## src/hdl/bba_pkg.sv

```systemverilog
// Shared types and constants of the bitmap block allocator.
package bba_pkg;

   // Disk geometry
   localparam int CYLINDERS           = 8;
   localparam int BLOCKS_PER_CYLINDER = 8;
   localparam int RECORDS_PER_TRACK   = 4;
   localparam int TOTAL_BLOCKS        = CYLINDERS * BLOCKS_PER_CYLINDER;
   localparam int MAX_GRANTS          = 64;

   // Field and index widths
   localparam int IDX_W = $clog2(TOTAL_BLOCKS);
   localparam int CNT_W = 7;
   localparam int CYL_W = 3;
   localparam int TRK_W = 1;
   localparam int REC_W = 2;
   localparam int STS_W = 2;

   // Operation codes
   localparam logic OP_ALLOCATE = 1'b0;
   localparam logic OP_RELEASE  = 1'b1;

   // Result status codes
   localparam logic [STS_W-1:0] STATUS_GRANTED  = 2'd0;
   localparam logic [STS_W-1:0] STATUS_REFUSED  = 2'd1;
   localparam logic [STS_W-1:0] STATUS_EMPTY    = 2'd2;
   localparam logic [STS_W-1:0] STATUS_RELEASED = 2'd3;

   // Controller to datapath commands
   typedef struct packed {
      logic load;         // capture the incoming transaction
      logic emit_single;  // issue the one-result answer (release, refusal, empty)
      logic start_scan;   // rewind the scan pointer and grant count
      logic scan;         // examine one bitmap entry
   } bba_cmd_type;

   // Datapath to controller status
   typedef struct packed {
      logic single;       // latched request answers with a single result
      logic slot_free;    // result register can take a new transaction
      logic grant_ready;  // current scan entry is free and can be issued
      logic grant_last;   // a grant issued now completes the request
   } bba_sts_type;

endpackage

```

## src/hdl/bba_ctrl.sv

```systemverilog
// Sequencing state machine of the bitmap block allocator.
module bba_ctrl
   import bba_pkg::*;
(
   input  logic        clock,
   input  logic        reset,
   input  logic        req_valid,
   output logic        req_stall,
   input  bba_sts_type sts,
   output bba_cmd_type cmd
);

   typedef enum logic [2:0] {
      ST_IDLE   = 3'b001,
      ST_DECIDE = 3'b010,
      ST_SCAN   = 3'b100
   } state_type;

   state_type state_ff, state_in;

   // Next state and commands
   always_comb begin
      state_in  = state_ff;
      cmd       = '0;
      req_stall = 1'b1;
      case (state_ff)
         ST_IDLE: begin
            req_stall = 1'b0;
            if (req_valid) begin
               cmd.load = 1'b1;
               state_in = ST_DECIDE;
            end
         end
         ST_DECIDE: begin
            if (sts.single) begin
               if (sts.slot_free) begin
                  cmd.emit_single = 1'b1;
                  state_in        = ST_IDLE;
               end
            end else begin
               cmd.start_scan = 1'b1;
               state_in       = ST_SCAN;
            end
         end
         ST_SCAN: begin
            cmd.scan = 1'b1;
            if (sts.grant_ready && sts.grant_last) begin
               state_in = ST_IDLE;
            end
         end
         default: begin
            state_in = ST_IDLE;
         end
      endcase
   end

   always_ff @(posedge clock) begin
      if (reset) begin
         state_ff <= ST_IDLE;
      end else begin
         state_ff <= state_in;
      end
   end

endmodule

```

## src/hdl/bba_datapath.sv

```systemverilog
// Bitmap, free count, scan pointer and result register of the allocator.
module bba_datapath
   import bba_pkg::*;
(
   input  logic             clock,
   input  logic             reset,
   input  bba_cmd_type      cmd,
   output bba_sts_type      sts,
   input  logic             req_op,
   input  logic [CNT_W-1:0] req_request_count,
   input  logic [CYL_W-1:0] req_release_cylinder,
   input  logic [TRK_W-1:0] req_release_track,
   input  logic [REC_W-1:0] req_release_record,
   output logic             rsp_valid,
   input  logic             rsp_stall,
   output logic [STS_W-1:0] rsp_status,
   output logic [CYL_W-1:0] rsp_cylinder,
   output logic [TRK_W-1:0] rsp_track,
   output logic [REC_W-1:0] rsp_record,
   output logic             rsp_last,
   output logic [CNT_W-1:0] rsp_free_blocks
);

   // Latched request
   logic             op_ff;
   logic [CNT_W-1:0] count_ff;
   logic [CYL_W-1:0] rcyl_ff;
   logic [TRK_W-1:0] rtrk_ff;
   logic [REC_W-1:0] rrec_ff;

   // Allocation state
   logic [TOTAL_BLOCKS-1:0] used_map_ff, used_map_in;
   logic [CNT_W-1:0]        free_ff, free_in;
   logic [IDX_W-1:0]        scan_idx_ff, scan_idx_in;
   logic [CNT_W-1:0]        done_ff, done_in;

   // Result register
   logic             rsp_valid_ff, rsp_valid_in;
   logic [STS_W-1:0] status_ff, status_in;
   logic [CYL_W-1:0] cyl_ff, cyl_in;
   logic [TRK_W-1:0] trk_ff, trk_in;
   logic [REC_W-1:0] rec_ff, rec_in;
   logic             last_ff, last_in;
   logic [CNT_W-1:0] fblk_ff, fblk_in;

   logic             slot_free;
   logic             map_bit;
   logic [CNT_W-1:0] rel_blk;
   logic [IDX_W-1:0] rel_idx;
   logic             rel_in_range;
   logic             rel_hit;
   logic [STS_W-1:0] single_code;
   logic             single;
   logic [IDX_W-1:0] blk_in_cyl;
   logic             grant_ready;
   logic             grant_last;

   assign slot_free = !rsp_valid_ff || !rsp_stall;
   assign map_bit   = used_map_ff[scan_idx_ff];

   // Release address decode and range check
   assign rel_blk = CNT_W'(rtrk_ff) * CNT_W'(RECORDS_PER_TRACK) + CNT_W'(rrec_ff);
   assign rel_in_range = (int'(rcyl_ff) < CYLINDERS) && (int'(rel_blk) < BLOCKS_PER_CYLINDER);
   assign rel_idx = IDX_W'(CNT_W'(rcyl_ff) * CNT_W'(BLOCKS_PER_CYLINDER) + rel_blk);
   assign rel_hit = rel_in_range && used_map_ff[rel_idx];

   // Single-result decision
   always_comb begin
      single      = 1'b1;
      single_code = STATUS_RELEASED;
      if (op_ff == OP_ALLOCATE) begin
         if (count_ff == '0) begin
            single_code = STATUS_EMPTY;
         end else if ((count_ff > free_ff) || (int'(count_ff) > MAX_GRANTS)) begin
            single_code = STATUS_REFUSED;
         end else begin
            single = 1'b0;
         end
      end
   end

   // Grant of the current scan entry
   assign grant_ready = slot_free && !map_bit;
   assign grant_last  = (done_ff + CNT_W'(1)) == count_ff;
   assign blk_in_cyl  = scan_idx_ff % IDX_W'(BLOCKS_PER_CYLINDER);

   assign sts.single      = single;
   assign sts.slot_free   = slot_free;
   assign sts.grant_ready = grant_ready;
   assign sts.grant_last  = grant_last;

   // Next values of state and result register
   always_comb begin
      used_map_in  = used_map_ff;
      free_in      = free_ff;
      scan_idx_in  = scan_idx_ff;
      done_in      = done_ff;
      rsp_valid_in = rsp_valid_ff && rsp_stall;
      status_in    = status_ff;
      cyl_in       = cyl_ff;
      trk_in       = trk_ff;
      rec_in       = rec_ff;
      last_in      = last_ff;
      fblk_in      = fblk_ff;

      if (cmd.start_scan) begin
         scan_idx_in = '0;
         done_in     = '0;
      end

      if (cmd.emit_single) begin
         rsp_valid_in = 1'b1;
         status_in    = single_code;
         last_in      = 1'b1;
         if (op_ff == OP_RELEASE) begin
            cyl_in = rcyl_ff;
            trk_in = rtrk_ff;
            rec_in = rrec_ff;
            if (rel_hit) begin
               used_map_in[rel_idx] = 1'b0;
               free_in              = free_ff + CNT_W'(1);
            end
         end else begin
            cyl_in = '0;
            trk_in = '0;
            rec_in = '0;
         end
         fblk_in = free_in;
      end

      if (cmd.scan) begin
         if (map_bit) begin
            scan_idx_in = scan_idx_ff + IDX_W'(1);
         end else if (slot_free) begin
            used_map_in[scan_idx_ff] = 1'b1;
            free_in      = free_ff - CNT_W'(1);
            done_in      = done_ff + CNT_W'(1);
            scan_idx_in  = scan_idx_ff + IDX_W'(1);
            rsp_valid_in = 1'b1;
            status_in    = STATUS_GRANTED;
            cyl_in       = CYL_W'(scan_idx_ff / IDX_W'(BLOCKS_PER_CYLINDER));
            trk_in       = TRK_W'(blk_in_cyl / IDX_W'(RECORDS_PER_TRACK));
            rec_in       = REC_W'(blk_in_cyl % IDX_W'(RECORDS_PER_TRACK));
            last_in      = grant_last;
            fblk_in      = free_ff - CNT_W'(1);
         end
      end
   end

   // Control state
   always_ff @(posedge clock) begin
      if (reset) begin
         used_map_ff  <= '0;
         free_ff      <= CNT_W'(TOTAL_BLOCKS);
         rsp_valid_ff <= 1'b0;
      end else begin
         used_map_ff  <= used_map_in;
         free_ff      <= free_in;
         rsp_valid_ff <= rsp_valid_in;
      end
   end

   // Payload registers
   always_ff @(posedge clock) begin
      if (cmd.load) begin
         op_ff    <= req_op;
         count_ff <= req_request_count;
         rcyl_ff  <= req_release_cylinder;
         rtrk_ff  <= req_release_track;
         rrec_ff  <= req_release_record;
      end
      scan_idx_ff <= scan_idx_in;
      done_ff     <= done_in;
      status_ff   <= status_in;
      cyl_ff      <= cyl_in;
      trk_ff      <= trk_in;
      rec_ff      <= rec_in;
      last_ff     <= last_in;
      fblk_ff     <= fblk_in;
   end

   assign rsp_valid       = rsp_valid_ff;
   assign rsp_status      = status_ff;
   assign rsp_cylinder    = cyl_ff;
   assign rsp_track       = trk_ff;
   assign rsp_record      = rec_ff;
   assign rsp_last        = last_ff;
   assign rsp_free_blocks = fblk_ff;

endmodule

```

## src/hdl/bitmap_block_allocator_top.sv

```systemverilog
// Top level of the first-fit bitmap disk block allocator.
//
//  channel  direction  handshake             payload
//  req      in         req_valid/req_stall   op, request_count, release address
//  rsp      out        rsp_valid/rsp_stall   status, address, last, free_blocks
//
// A transaction is captured in the idle state and decided in the next. Release, refusal
// and empty requests then give their one result. An allocation scans the bitmap one
// entry per cycle from block 0, holding on a free entry while the result register
// is stalled, and issues a grant on each free entry until the request is met.
// Synchronous reset marks every block free and sets the free count to 64.
// The result register holds its transaction while rsp_stall is high.
module bitmap_block_allocator_top
   import bba_pkg::*;
(
   input  logic             clock,
   input  logic             reset,
   input  logic             req_valid,
   output logic             req_stall,
   input  logic             req_op,
   input  logic [CNT_W-1:0] req_request_count,
   input  logic [CYL_W-1:0] req_release_cylinder,
   input  logic [TRK_W-1:0] req_release_track,
   input  logic [REC_W-1:0] req_release_record,
   output logic             rsp_valid,
   input  logic             rsp_stall,
   output logic [STS_W-1:0] rsp_status,
   output logic [CYL_W-1:0] rsp_cylinder,
   output logic [TRK_W-1:0] rsp_track,
   output logic [REC_W-1:0] rsp_record,
   output logic             rsp_last,
   output logic [CNT_W-1:0] rsp_free_blocks
);

   bba_cmd_type cmd;
   bba_sts_type sts;

   bba_ctrl u_ctrl (
      .clock     (clock),
      .reset     (reset),
      .req_valid (req_valid),
      .req_stall (req_stall),
      .sts       (sts),
      .cmd       (cmd)
   );

   bba_datapath u_datapath (
      .clock                (clock),
      .reset                (reset),
      .cmd                  (cmd),
      .sts                  (sts),
      .req_op               (req_op),
      .req_request_count    (req_request_count),
      .req_release_cylinder (req_release_cylinder),
      .req_release_track    (req_release_track),
      .req_release_record   (req_release_record),
      .rsp_valid            (rsp_valid),
      .rsp_stall            (rsp_stall),
      .rsp_status           (rsp_status),
      .rsp_cylinder         (rsp_cylinder),
      .rsp_track            (rsp_track),
      .rsp_record           (rsp_record),
      .rsp_last             (rsp_last),
      .rsp_free_blocks      (rsp_free_blocks)
   );

endmodule

```

## config.mk

```make
export PLATFORM = sky130hd
export DESIGN_NAME = bitmap_block_allocator_top
export DESIGN_NICKNAME = d
export VERILOG_FILES = /design/src/hdl/bba_pkg.sv /design/src/hdl/bba_ctrl.sv /design/src/hdl/bba_datapath.sv /design/src/hdl/bitmap_block_allocator_top.sv
export SDC_FILE = /design/constraint.sdc
export NUM_CORES = 1
export LEC_CHECK = 0
export BUFFER_PORTS_ARGS = -buffer_cell sky130_fd_sc_hd__clkbuf_2
export CAP_MARGIN = 20
export CORE_MARGIN = 2
export CORE_UTILIZATION = 35
export DETAILED_ROUTE_END_ITERATION = 8
export SYNTH_ARGS = -nofsm -noshare
export SYNTH_HDL_FRONTEND = slang
export SYNTH_HIERARCHICAL = 1
export SYNTH_SLANG_ARGS = --single-unit
```

## constraint.sdc

```tcl
create_clock -name clock -period 5.15 [get_ports clock]
set_input_delay 1.03 -clock clock [delete_from_list [all_inputs] [get_ports clock]]
set_output_delay 1.03 -clock clock [all_outputs]
set_load 0.01 [all_outputs]
```

==> flow_metrics.tcl <==
set metrics [dict create \
    die_y_um 140 \
    setup_slack_ns 1.19 \
    drt-wirelength-per-cell_um 20.3 \
    p_comb_share_pct 9.2 \
    mostFrequentLayoutCells "dfxtp_1 (104), o21ai_0 (84), o311ai_0 (65)" \
    synth_mux_area_share_pct 11.9 \
    route.detailed.drc 0 \
    root_buffer "clkbuf_16" \
    cts_buffer_depth 2 \
    fin_skew_ns 0.00668 \
    drv_cap 0 \
    cts_tree "done" \
    holdBufCountCts 0 \
    synth_flop_cell "dfxtp_1" \
    drt_first_pass_iters 8 \
    drt_iter0_drc 639 \
    drive_gt1_share_pct 14.6 \
    clkPwrFrac_pct 50.2 \
    final.min_clock_period_ns 3.96 \
    grt_pass1_wl_um 30900 \
    yosys.area.top_type "dfxtp_1" \
    pwr-share-seq_pct 40.6 \
    endpoint_kind "flop" \
    slew_violations 0 \
    antenna_left 0 \
    synth-adder-area-share_pct 2.13 \
    ir_drop_uv 239 \
    grt_util_met1_pct 28.2 \
    seq_area_frac_synth_pct 38.7 \
    leakagePower_nw 2.56 \
    synth_async_sr_flop_share_pct 0 \
    maxSlewHeadroom_pct 30.2 \
    path_clk_slew_ns 0.05 \
    synth_area_leaders "dfxtp_1 (32%), o311ai_0 (8.8%), mux2i_1 (6.7%), edfxtp_1 (6.5%), o21ai_0 (6.5%)" \
    post-cts-setup-buffers 0 \
    start_util_pct 35.8 \
    postSynthAreaPerCell_um2 9.05 \
    worst_slew_pin_slew_ns 1.05 \
    place_ws_ns 1.33 \
    synth_warnings 6 \
    clk_latency_ns 0.41 \
    setup_viol 0 \
    grt_pass1_vias 5410 \
    syn_to_final_growth_pct 14.3 \
    row_count 49 \
    via_count 5847 \
    grt.total_usage_pct 20.0 \
    via_per_inst 6.08 \
    crit_required_ns 5.48 \
    cts_buffers 17 \
    synth_xor_xnor_area_share_pct 2.85 \
    dp_hpwl_um 12600 \
    globalRouteMet3Util_pct 4.78 \
    syn-cell-area_mm2 0.00646 \
    cts_sinks 118 \
    final_common_cell "dfxtp_1" \
    p_int_mw 1.93 \
    synth-simple-area-share_pct 15.5 \
    crit_arrival_ns 4.28 \
    syn-instance-count 714 \
    synth_compound_area_share_pct 23.5 \
    grt-busiest-layer "met2" \
    p_per_area_mw_per_mm2 345 \
    finalCritPeriodShare_pct 76.8 \
    synth_top_family_by_area "compound AO/OA/AOI/OAI gates" \
    grt_antenna_before_repair 0 \
    numPortBuffers 35 \
    grtUsageMet2_pct 30.0 \
    worstPathMaxFanout 28 \
    grt_max_degree 66 \
    switching_share_pct 24.2 \
    htree_levels 4 \
    synth_cell_type_count 59 \
    rsz0062_at_grt "false" \
    switchingPower_mw 0.616 \
    rrSetupSlack_ns 1.19 \
    status "completed" \
    worst_hold_path_type "reg2reg" \
    pin_count 36 \
    fmax_mhz 253 \
    num-nets-final 747 \
    tns_ns 0 \
    synth_edf_count 14 \
    core_mm2 0.0180 \
    synth_seq_cells 118 \
    final_util_pct 40.9 \
    hold_viol 0 \
    die_w_um 140 \
    post_cts_resized 0 \
    fp.dieArea_mm2 0.0196 \
    drt-total-wl_um 19500 \
    synth_top_area_share_pct 32.2 \
    gp_congestion 0.857 \
    crit_type "reg2reg" \
    synth_nets 743 \
    grt_overflow_total 0 \
    critPathLaunchType "flop" \
]
==> per-stage QoR <==
step	hold WS [ns]	total power, mW	area [µm²]	std cells
final	0.477	2.55	7380	961
after global routing	0.518	2.63	7380	960
after CTS	0.478	2.56	7380	960
after detailed placement	0.461	1.28	6740	928
after global placement	0.467	1.28	6740	928
after floorplan	0.449	1.19	6460	714
==> final cells by class <==
type,count,area [µm²]
Antenna cell,1,2.50
Inverter,16,60.1
Tap cell,229,287
Clock buffer,23,489
Timing Repair Buffer,47,265
Clock inverter,9,145
Fill cell,1773,10600
Multi-Input combinational cell,518,3630
Sequential cell,118,2500
==> cells in the mapped netlist (4+ instances only) <==
cell type / number
nor2b_1: 7
inv_1: 15
nand3_1: 32
nand4_1: 4
xor2_1: 5
or3_1: 5
ha_1: 11
mux2i_1: 43
and2_1: 5
o22ai_1: 10
nor2_1: 49
buf_4: 7
buf_2: 14
xnor2_1: 16
edfxtp_1: 14
a22oi_1: 4
o21ai_0: 84
o211ai_1: 7
a21oi_1: 14
a31oi_1: 5
o31ai_1: 4
and3_1: 8
nand3b_1: 9
nand2b_1: 10
mux2_2: 10
o311ai_0: 65
clkbuf_1: 39
o21ai_1: 5
nor3_1: 7
o221ai_1: 7
mux4_2: 10
nand2_1: 46
dfxtp_1: 104
==> kinds of logic (layout without fill, tap and decap cells) <==
family,Yosys count,count (layout)
and+or+nand+nor,199,199
xor gates and xnor gates,21,21
adders and majority gates,11,11
other,0,1
DFF,118,118
muxes,63,63
AOI/OAI and AO/OA,224,224
buffers and inverters,78,95
==> power groups by stage <==
stage / combinational [mW] / clock [mW] / sequential (mW)
2_1_floorplan: 0.165 / 0 / 1.03
3_3_place_gp: 0.231 / 0 / 1.05
3_5_place_dp: 0.231 / 0 / 1.05
4_1_cts: 0.232 / 1.29 / 1.03
5_1_grt: 0.256 / 1.34 / 1.04
6_report: 0.235 / 1.28 / 1.03
==> sequential cells by signal (all words and copies together), names as in the netlist <==
| signal | cells |
|---|---|
| u_datapath/rsp_valid | 1 |
| u_datapath/rsp_last | 1 |
| u_datapath/rrec_ff | 2 |
| u_datapath/rsp_cylinder | 3 |
| u_datapath/rsp_status | 2 |
| u_datapath/rcyl_ff | 3 |
| u_datapath/rtrk_ff | 1 |
| u_datapath/count_ff | 7 |
| u_datapath/rsp_record | 2 |
| u_datapath/scan_idx_ff | 6 |
| u_datapath/free_ff | 7 |
| u_datapath/rsp_free_blocks | 7 |
| u_datapath/used_map_ff | 64 |
| u_datapath/done_ff | 7 |
| u_ctrl/state_ff | 3 |
| u_datapath/rsp_track | 1 |
| u_datapath/op_ff | 1 |
==> path summary, 6_finish.rpt <==
check | start | to | cells past startpoint
min | u_datapath/rsp_last$_DFF_P_ | u_datapath/rsp_last$_DFF_P_ | 2
max | u_datapath/scan_idx_ff[2]$_DFF_P_ | u_datapath/used_map_ff[50]$_SDFF_PP0_ | 10
max reg2reg | u_datapath/scan_idx_ff[2]$_DFF_P_ | u_datapath/used_map_ff[50]$_SDFF_PP0_ | 10
min reg2reg | u_datapath/rsp_last$_DFF_P_ | u_datapath/rsp_last$_DFF_P_ | 2
==> worst max-delay path: stages, from the launching register on <==
cell     delay [ns]
dfxtp_1        0.88
buf_4          0.40
mux2_2         0.36
o22ai_1        0.15
o32a_1         0.19
o21ai_1        0.17
or4_1          0.54
buf_4          0.25
nor3_4         0.26
nand2_1        0.37
o21ai_0        0.29
==> routing by layer <==
metal	routed length (µm)	share of wire, %
met1	8870	45
met4	386	2.0
met2	8800	45
met5	0	0
met3	1470	7.5
Note: power is estimated with default switching activity, not from simulation.
